**src/hw/rtl/fwrbv_pkg.sv**
```systemverilog
// Package for the queue with remove-by-value: action and status codes,
// and the control word broadcast to the row of storage cells.
// No dependencies.
package fwrbv_pkg;

   localparam int DataWidth  = 32;
   localparam int CountWidth = 5;

   typedef enum logic [1:0] {
      ACT_ENQ = 2'd0,
      ACT_DEQ = 2'd1,
      ACT_REM = 2'd2
   } action_type;

   typedef enum logic [1:0] {
      ST_OK       = 2'd0,
      ST_EMPTY    = 2'd1,
      ST_FULL     = 2'd2,
      ST_NOTFOUND = 2'd3
   } status_type;

   typedef struct packed {
      logic                        enq_en;
      logic                        deq_en;
      logic                        rem_en;
      logic signed [DataWidth-1:0] value;
   } cell_ctl_type;

endpackage

```
**src/hw/rtl/fwrbv_if.sv**
```systemverilog
// Valid/ready channel interfaces for the request and response sides.
// Depends on fwrbv_pkg for field widths.
interface fwrbv_req_if;
   logic                                  valid;
   logic                                  ready;
   logic [1:0]                            action;
   logic signed [fwrbv_pkg::DataWidth-1:0] data_value;

   modport source (output valid, output action, output data_value, input ready);
   modport sink   (input valid, input action, input data_value, output ready);
endinterface

interface fwrbv_rsp_if;
   logic                                   valid;
   logic                                   ready;
   logic [1:0]                             status;
   logic signed [fwrbv_pkg::DataWidth-1:0]  taken_value;
   logic signed [fwrbv_pkg::DataWidth-1:0]  head_value;
   logic signed [fwrbv_pkg::DataWidth-1:0]  tail_value;
   logic [fwrbv_pkg::CountWidth-1:0]       item_count;
   logic                                   is_empty;

   modport source (output valid, output status, output taken_value, output head_value,
                   output tail_value, output item_count, output is_empty, input ready);
   modport sink   (input valid, input status, input taken_value, input head_value,
                   input tail_value, input item_count, input is_empty, output ready);
endinterface

```
**src/hw/rtl/fwrbv_cell.sv**
```systemverilog
// One storage cell of the queue: holds a single entry, takes part in the
// first-match chain and shifts in its neighbour's entry to close a gap. Uses fwrbv_pkg.
module fwrbv_cell #(
   parameter int DEPTH = 16,
   parameter int INDEX = 0,
   localparam int CW   = $clog2(DEPTH + 1)
) (
   input  logic                                   clock,
   input  fwrbv_pkg::cell_ctl_type                ctl,
   input  logic [CW-1:0]                          count,
   input  logic                                   found_in,
   output logic                                   found_out,
   input  logic signed [fwrbv_pkg::DataWidth-1:0] next_data,
   output logic signed [fwrbv_pkg::DataWidth-1:0] data_out
);

   logic signed [fwrbv_pkg::DataWidth-1:0] data_ff;
   logic signed [fwrbv_pkg::DataWidth-1:0] data_in;
   logic                                   live;
   logic                                   hit;

   assign live      = CW'(INDEX) < count;
   assign hit       = ctl.rem_en && live && (data_ff == ctl.value);
   assign found_out = found_in || hit;
   assign data_out  = data_ff;

   always_comb begin
      data_in = data_ff;
      if (found_out && live) begin
         data_in = next_data;
      end else if (ctl.enq_en && (CW'(INDEX) == count)) begin
         data_in = ctl.value;
      end
   end

   always_ff @(posedge clock) begin
      data_ff <= data_in;
   end

endmodule

```
**src/hw/rtl/fifo_with_remove_by_value_top.sv**
```systemverilog
// Queue with remove-by-value: a row of DEPTH cells, head in cell 0.
// Result registered and presented in the cycle after the request transfer.
// Throughput: one request per cycle while no response is held back; the
// critical path is the first-match chain rippling through all DEPTH cells.
// Reset: clears the entry count and the pending response; cell contents are
// left as they are. Depends on fwrbv_pkg, fwrbv_if and fwrbv_cell.
module fifo_with_remove_by_value_top #(
   parameter int DEPTH = 16
) (
   input logic           clock,
   input logic           reset,
   fwrbv_req_if.sink     req_if,
   fwrbv_rsp_if.source   rsp_if
);

   localparam int CW = $clog2(DEPTH + 1);
   localparam int DW = fwrbv_pkg::DataWidth;

   logic                    rsp_valid_ff;
   logic                    rsp_valid_in;
   logic [CW-1:0]           count_ff;
   logic [CW-1:0]           count_in;
   fwrbv_pkg::status_type   status_ff;
   fwrbv_pkg::status_type   status_in;
   logic signed [DW-1:0]    taken_ff;
   logic signed [DW-1:0]    taken_in;

   logic                    req_xfer;
   logic                    full;
   logic                    empty;
   fwrbv_pkg::cell_ctl_type ctl;
   logic [DEPTH:0]          found;
   logic signed [DW-1:0]    cell_data [DEPTH];
   logic signed [DW-1:0]    tail_sel;
   logic [CW+4:0]           count_wide;

   assign req_if.ready = !rsp_valid_ff || rsp_if.ready;
   assign req_xfer     = req_if.valid && req_if.ready;
   assign full         = count_ff == CW'(DEPTH);
   assign empty        = count_ff == '0;

   always_comb begin
      ctl.enq_en = 1'b0;
      ctl.deq_en = 1'b0;
      ctl.rem_en = 1'b0;
      ctl.value  = req_if.data_value;
      if (req_xfer) begin
         case (fwrbv_pkg::action_type'(req_if.action))
            fwrbv_pkg::ACT_ENQ: ctl.enq_en = !full;
            fwrbv_pkg::ACT_DEQ: ctl.deq_en = !empty;
            fwrbv_pkg::ACT_REM: ctl.rem_en = 1'b1;
            default: ;
         endcase
      end
   end

   assign found[0] = ctl.deq_en;

   for (genvar i = 0; i < DEPTH; i++) begin : g_cell
      logic signed [DW-1:0] next_data;
      if (i == DEPTH - 1) begin : g_last
         assign next_data = cell_data[i];
      end else begin : g_mid
         assign next_data = cell_data[i+1];
      end
      fwrbv_cell #(
         .DEPTH (DEPTH),
         .INDEX (i)
      ) u_cell (
         .clock     (clock),
         .ctl       (ctl),
         .count     (count_ff),
         .found_in  (found[i]),
         .found_out (found[i+1]),
         .next_data (next_data),
         .data_out  (cell_data[i])
      );
   end

   always_comb begin
      count_in  = count_ff;
      status_in = status_ff;
      taken_in  = taken_ff;
      if (req_xfer) begin
         status_in = fwrbv_pkg::ST_OK;
         taken_in  = '0;
         case (fwrbv_pkg::action_type'(req_if.action))
            fwrbv_pkg::ACT_ENQ: begin
               if (full) begin
                  status_in = fwrbv_pkg::ST_FULL;
               end else begin
                  count_in = count_ff + CW'(1);
               end
            end
            fwrbv_pkg::ACT_DEQ: begin
               if (empty) begin
                  status_in = fwrbv_pkg::ST_EMPTY;
                  taken_in  = '1;
               end else begin
                  taken_in = cell_data[0];
                  count_in = count_ff - CW'(1);
               end
            end
            fwrbv_pkg::ACT_REM: begin
               if (found[DEPTH]) begin
                  count_in = count_ff - CW'(1);
               end else begin
                  status_in = fwrbv_pkg::ST_NOTFOUND;
               end
            end
            default: ;
         endcase
      end
   end

   assign rsp_valid_in = req_xfer || (rsp_valid_ff && !rsp_if.ready);

   always_ff @(posedge clock) begin
      if (reset) begin
         rsp_valid_ff <= 1'b0;
         count_ff     <= '0;
      end else begin
         rsp_valid_ff <= rsp_valid_in;
         count_ff     <= count_in;
      end
      status_ff <= status_in;
      taken_ff  <= taken_in;
   end

   always_comb begin
      tail_sel = '0;
      for (int i = 0; i < DEPTH; i++) begin
         if (CW'(i + 1) == count_ff) begin
            tail_sel = tail_sel | cell_data[i];
         end
      end
   end

   assign count_wide = {5'b0, count_ff};

   assign rsp_if.valid       = rsp_valid_ff;
   assign rsp_if.status      = status_ff;
   assign rsp_if.taken_value = taken_ff;
   assign rsp_if.head_value  = empty ? '0 : cell_data[0];
   assign rsp_if.tail_value  = tail_sel;
   assign rsp_if.item_count  = count_wide[4:0];
   assign rsp_if.is_empty    = empty;

endmodule

```
**src/flat_wrapper.sv**
```systemverilog
// flat-port wrapper written by rule: the top's interface ports become plain ports
module fifo_with_remove_by_value_top_flat 
#(
   parameter int DEPTH = 16
)
  (clock, reset, req_if_valid, req_if_action, req_if_data_value, req_if_ready, rsp_if_valid, rsp_if_status, rsp_if_taken_value, rsp_if_head_value, rsp_if_tail_value, rsp_if_item_count, rsp_if_is_empty, rsp_if_ready);
  fwrbv_req_if req_if_i ();
  fwrbv_rsp_if rsp_if_i ();
  input logic clock;
  input logic reset;
  input wire logic [$bits(req_if_i.valid)-1:0] req_if_valid;
  input wire logic [$bits(req_if_i.action)-1:0] req_if_action;
  input wire logic [$bits(req_if_i.data_value)-1:0] req_if_data_value;
  output wire logic [$bits(req_if_i.ready)-1:0] req_if_ready;
  output wire logic [$bits(rsp_if_i.valid)-1:0] rsp_if_valid;
  output wire logic [$bits(rsp_if_i.status)-1:0] rsp_if_status;
  output wire logic [$bits(rsp_if_i.taken_value)-1:0] rsp_if_taken_value;
  output wire logic [$bits(rsp_if_i.head_value)-1:0] rsp_if_head_value;
  output wire logic [$bits(rsp_if_i.tail_value)-1:0] rsp_if_tail_value;
  output wire logic [$bits(rsp_if_i.item_count)-1:0] rsp_if_item_count;
  output wire logic [$bits(rsp_if_i.is_empty)-1:0] rsp_if_is_empty;
  input wire logic [$bits(rsp_if_i.ready)-1:0] rsp_if_ready;
  assign req_if_i.valid = req_if_valid;
  assign req_if_i.action = req_if_action;
  assign req_if_i.data_value = req_if_data_value;
  assign req_if_ready = req_if_i.ready;
  assign rsp_if_valid = rsp_if_i.valid;
  assign rsp_if_status = rsp_if_i.status;
  assign rsp_if_taken_value = rsp_if_i.taken_value;
  assign rsp_if_head_value = rsp_if_i.head_value;
  assign rsp_if_tail_value = rsp_if_i.tail_value;
  assign rsp_if_item_count = rsp_if_i.item_count;
  assign rsp_if_is_empty = rsp_if_i.is_empty;
  assign rsp_if_i.ready = rsp_if_ready;
  fifo_with_remove_by_value_top #(.DEPTH(DEPTH)) u_core (.clock(clock), .reset(reset), .req_if(req_if_i), .rsp_if(rsp_if_i));
endmodule
```
**config.mk**
```make
export PLATFORM = sky130hd
export DESIGN_NAME = fifo_with_remove_by_value_top_flat
export DESIGN_NICKNAME = d
export VERILOG_FILES = /design/src/hw/rtl/fwrbv_pkg.sv /design/src/hw/rtl/fwrbv_if.sv /design/src/hw/rtl/fwrbv_cell.sv /design/src/hw/rtl/fifo_with_remove_by_value_top.sv /design/src/flat_wrapper.sv
export SDC_FILE = /design/constraint.sdc
export NUM_CORES = 1
export LEC_CHECK = 0
export BUFFER_PORTS_ARGS = -buffer_cell sky130_fd_sc_hd__buf_2
export CAP_MARGIN = 20
export CORE_UTILIZATION = 26
export DETAILED_ROUTE_END_ITERATION = 6
export PLACE_DENSITY_LB_ADDON = 0.3
export SYNTH_ARGS = -nofsm -noshare
export SYNTH_HDL_FRONTEND = slang
export SYNTH_SLANG_ARGS = --single-unit
```
**constraint.sdc**
```tcl
create_clock -name clock -period 10.1 [get_ports clock]
set_clock_uncertainty 0.2 [all_clocks]
set_input_delay 1.01 -clock clock [delete_from_list [all_inputs] [get_ports clock]]
set_output_delay 1.01 -clock clock [all_outputs]
set_load 0.05 [all_outputs]
```
==> metrics.md <==
| Metric | Value |
|---|---|
| Syn Area/Cell | 13.2 µm² |
| Synth Area in XOR/XNOR | 13.4% |
| Clock slew at reported path FFs | 60 ps |
| Worst EP arrival | 6130 ps |
| Gr ovfl total | 0 |
| Worst setup SP type | input port |
| Count of cell types in the netlist | 80 |
| Initial antenna violation count | 11 |
| Max Slew Vio Count | 0 |
| Via count | 24858 |
| Setup-failing EPs final | 0 |
| Synth Register Bits | 552 |
| Setup ws final | 4040 ps |
| Layout cells sized above 1 | 32.5% |
| I/O pins | 144 |
| Core area | 128000 µm² |
| Final hold vios | 0 |
| First-pass GRT wire length | 235000 µm |
| Most common cell after layout, fill and taps aside | edfxtp_1 |
| Placed Instance Area | 35200 µm² |
| Synth Area in Compound Gates | 8.68% |
| Dpl hpwl | 128000 µm |
| Tightest Hold Check Type | flip-flop to flip-flop |
| Synth Area in Adders | 0.335% |
| MaxCap Viol Count | 0 |
| Post-layout util | 29.3% |
| Simple-Gate Fraction of Synth Area | 6.69% |
| Mux cell area share after synthesis | 16.4% |
| Post-synth ARST share | 0% |
| DRT Pass-1 Iters | 7 |
| H-tree levels | 3 |
| Hold depth | 2 |
| Worst R2R Path Depth | 10 |
| Slew Limit Headroom | 28.2% |
| Die height | 362 µm |
| Post-synth EDFFs | 546 |
| CP bufs+invs | 2 |
| Mapped Area | 33600 µm² |
| Overall routing resource usage | 26.8% |
| Clock latency on the worst-skew pair | 670 ps |
| CP max FO | 33 |
| Largest net degree at the start of global routing | 69 |
| Largest family of logic cells by synthesized area | multiplexers |
| Synth Flop Type | edfxtp_1 |
| CTS tree | done |
| Layout Nets | 2607 |
| Worst path cell trace | buf_2 > xor2_1 > nor4_1 > nand3_1 > nor3_1 > a41oi_1 > and3b_1 > a31oi_4 > buf_4 > a21o_2 |
| Post-synth top area cell | edfxtp_1 |
| GPL Wtd Cong | 1.05 |
| Total setup buffers inserted after CTS | 0 |
| Peak supply drop | 0.0950 mV |
| Area Overhead vs Synth | 11.3% |
| Die ar. | 131000 µm² |
| Synthesis Warnings | 0 |
| Violated checks | DRC |
| Hold_buf cts | 0 |
| Final setup TNS | 0 ps |
| Starting Density | 26.3% |
| Number of port buffers | 143 |
| Leakage | 12.3 nW |
| Synth top area share | 48.8% |
| Max stage delay on crit path | 880 ps |
| Setup crit end kind | flip-flop |
| Placement Setup Slack | 3570 ps |
| Status | finished with violations |
| Vias in the first global route | 23567 |
| Design area | 37400 µm² |
| WP depth | 10 |
| Via density | 5.81 |
| Commonest non-fill, non-tap cells in the layout | edfxtp_1 (546), mux2_2 (449), xor2_1 (331), xnor2_1 (180), buf_2 (147) |
| 1st-iter DRT viols | 4380 |
| Sequential share of the synthesized area | 49.1% |
| Fin crit share | 60.0% |
| RSZ-0062 raised after global routing | false |
| PwrDens | 171 nW/µm² |
| Die Width | 362 µm |
| Post-route ant nets | 0 |
| Net Count, Synth | 2597 |
| Worst EP required | 10170 ps |
| Final min period | 6060 ps |
| # resized after CTS | 0 |
| Dominant cells by area after synthesis | edfxtp_1 (49%), mux2_2 (15%), xor2_1 (8.6%) |
| Crit Path Category | input port to flip-flop |
| R2R setup slack | 4250 ps |
| Clock sink count | 552 |
| Post-Route WL | 179000 µm |
| Slowest CP cell | a21o_2 |
| Pwr Total | 6.39 mW |
| Gate Count Post-Synth | 2550 |
| Clock root cell | clkbuf_16 |
| TritonCTS buffer count | 70 |
| CTS Buffer Depth | 3 |
| Wire length per cell | 41.9 µm |
| Num rows | 131 |
| Family with the most delay on the worst path | simple AND/OR/NAND/NOR gates |
| DRC violations left | 1 |
| Worst-Margin Slew | 1070 ps |
| Fmax | 0.165 GHz |
## cells by family (layout without fill, tap and decap cells)
family | Yosys count | after routing
compound gates | 348 | 348
xor+xnor | 513 | 513
fa+ha+maj | 9 | 9
buf+inv | 269 | 332
flops | 552 | 552
mux | 480 | 480
other cells | 0 | 5
simple gates | 379 | 379
## final timing paths
path                               startpoint                                    end
setup / recovery        req_if_data_value[16]  u_core.g_cell[14].u_cell.data_out[30]
setup reg to reg  u_core.rsp_if.item_count[1]  u_core.g_cell[14].u_cell.data_out[30]
hold reg to reg           u_core.rsp_if.valid                    u_core.rsp_if.valid
hold / removal            u_core.rsp_if.valid                    u_core.rsp_if.valid
## tightest hold or removal path: cells and delay by family, from the launching register on
kind | cells | cell delay, ps
and+or+nand+nor | 1 | 140
AOI/OAI and AO/OA | 1 | 90
DFF | 1 | 310
## cell type report
| type | count | area [µm²] |
|---|---|---|
| antenna | 5 | 12.5 |
| multi-input combinational | 1729 | 15500 |
| tap | 1662 | 2080 |
| fill | 13080 | 90400 |
| sequential | 552 | 16500 |
| timing repair buffer | 199 | 1130 |
| inverter | 8 | 30.0 |
| clock buffer | 87 | 1860 |
| clock inverter | 38 | 349 |
## registers in the layout (all words and copies together), names as in the netlist
name and cells:
u_core.rsp_if.item_count 5, u_core.g_cell.u_cell.data_out 512, u_core.rsp_if.taken_value 32, u_core.rsp_if.valid 1
u_core.rsp_if.status 2
## cells in the mapped netlist (9+ instances only)
library cell / n
a211o_1: 15
a211oi_1: 16
a21o_1: 10
a21oi_1: 11
a221o_1: 11
a221oi_1: 14
a222oi_1: 32
a22o_1: 26
a22oi_1: 142
and2_1: 9
buf_2: 43
buf_4: 42
buf_6: 56
buf_8: 10
clkbuf_1: 100
edfxtp_1: 546
ha_1: 9
mux2_2: 449
mux2_4: 29
nand2_1: 51
nand2b_1: 9
nand3_1: 43
nand4_1: 81
nor2_1: 14
nor2b_1: 32
nor3_1: 17
nor4_1: 84
o21a_1: 33
xnor2_1: 180
xor2_1: 331
## report_power, final
| part | leakage (nW) | internal (mW) | total, mW | switching [mW] |
|---|---|---|---|---|
| logic | 6.27 | 0.309 | 1.21 | 0.904 |
| registers | 5.00 | 2.58 | 2.64 | 0.0628 |
| clock network | 1.08 | 1.46 | 2.54 | 1.08 |
## per-stage QoR
stage	std cells	hold slack, ps
detailed placement	4148	373
global placement	4145	353
finish	4280	387
global route	4275	426
floorplan	2550	376
CTS	4273	378
## routing by layer
layer  wire (µm)  up-vias  track usage (%)  part of all wire, %
li1            -     9759                -                    -
met1       74000    13052             35.6                   41
met2       79900     1697             41.6                   45
met3       17200      336             6.53                  9.6
met4        8270       14             10.4                  4.6
met5          89        -                0                0.050
Power figures use the tool's default switching activity.
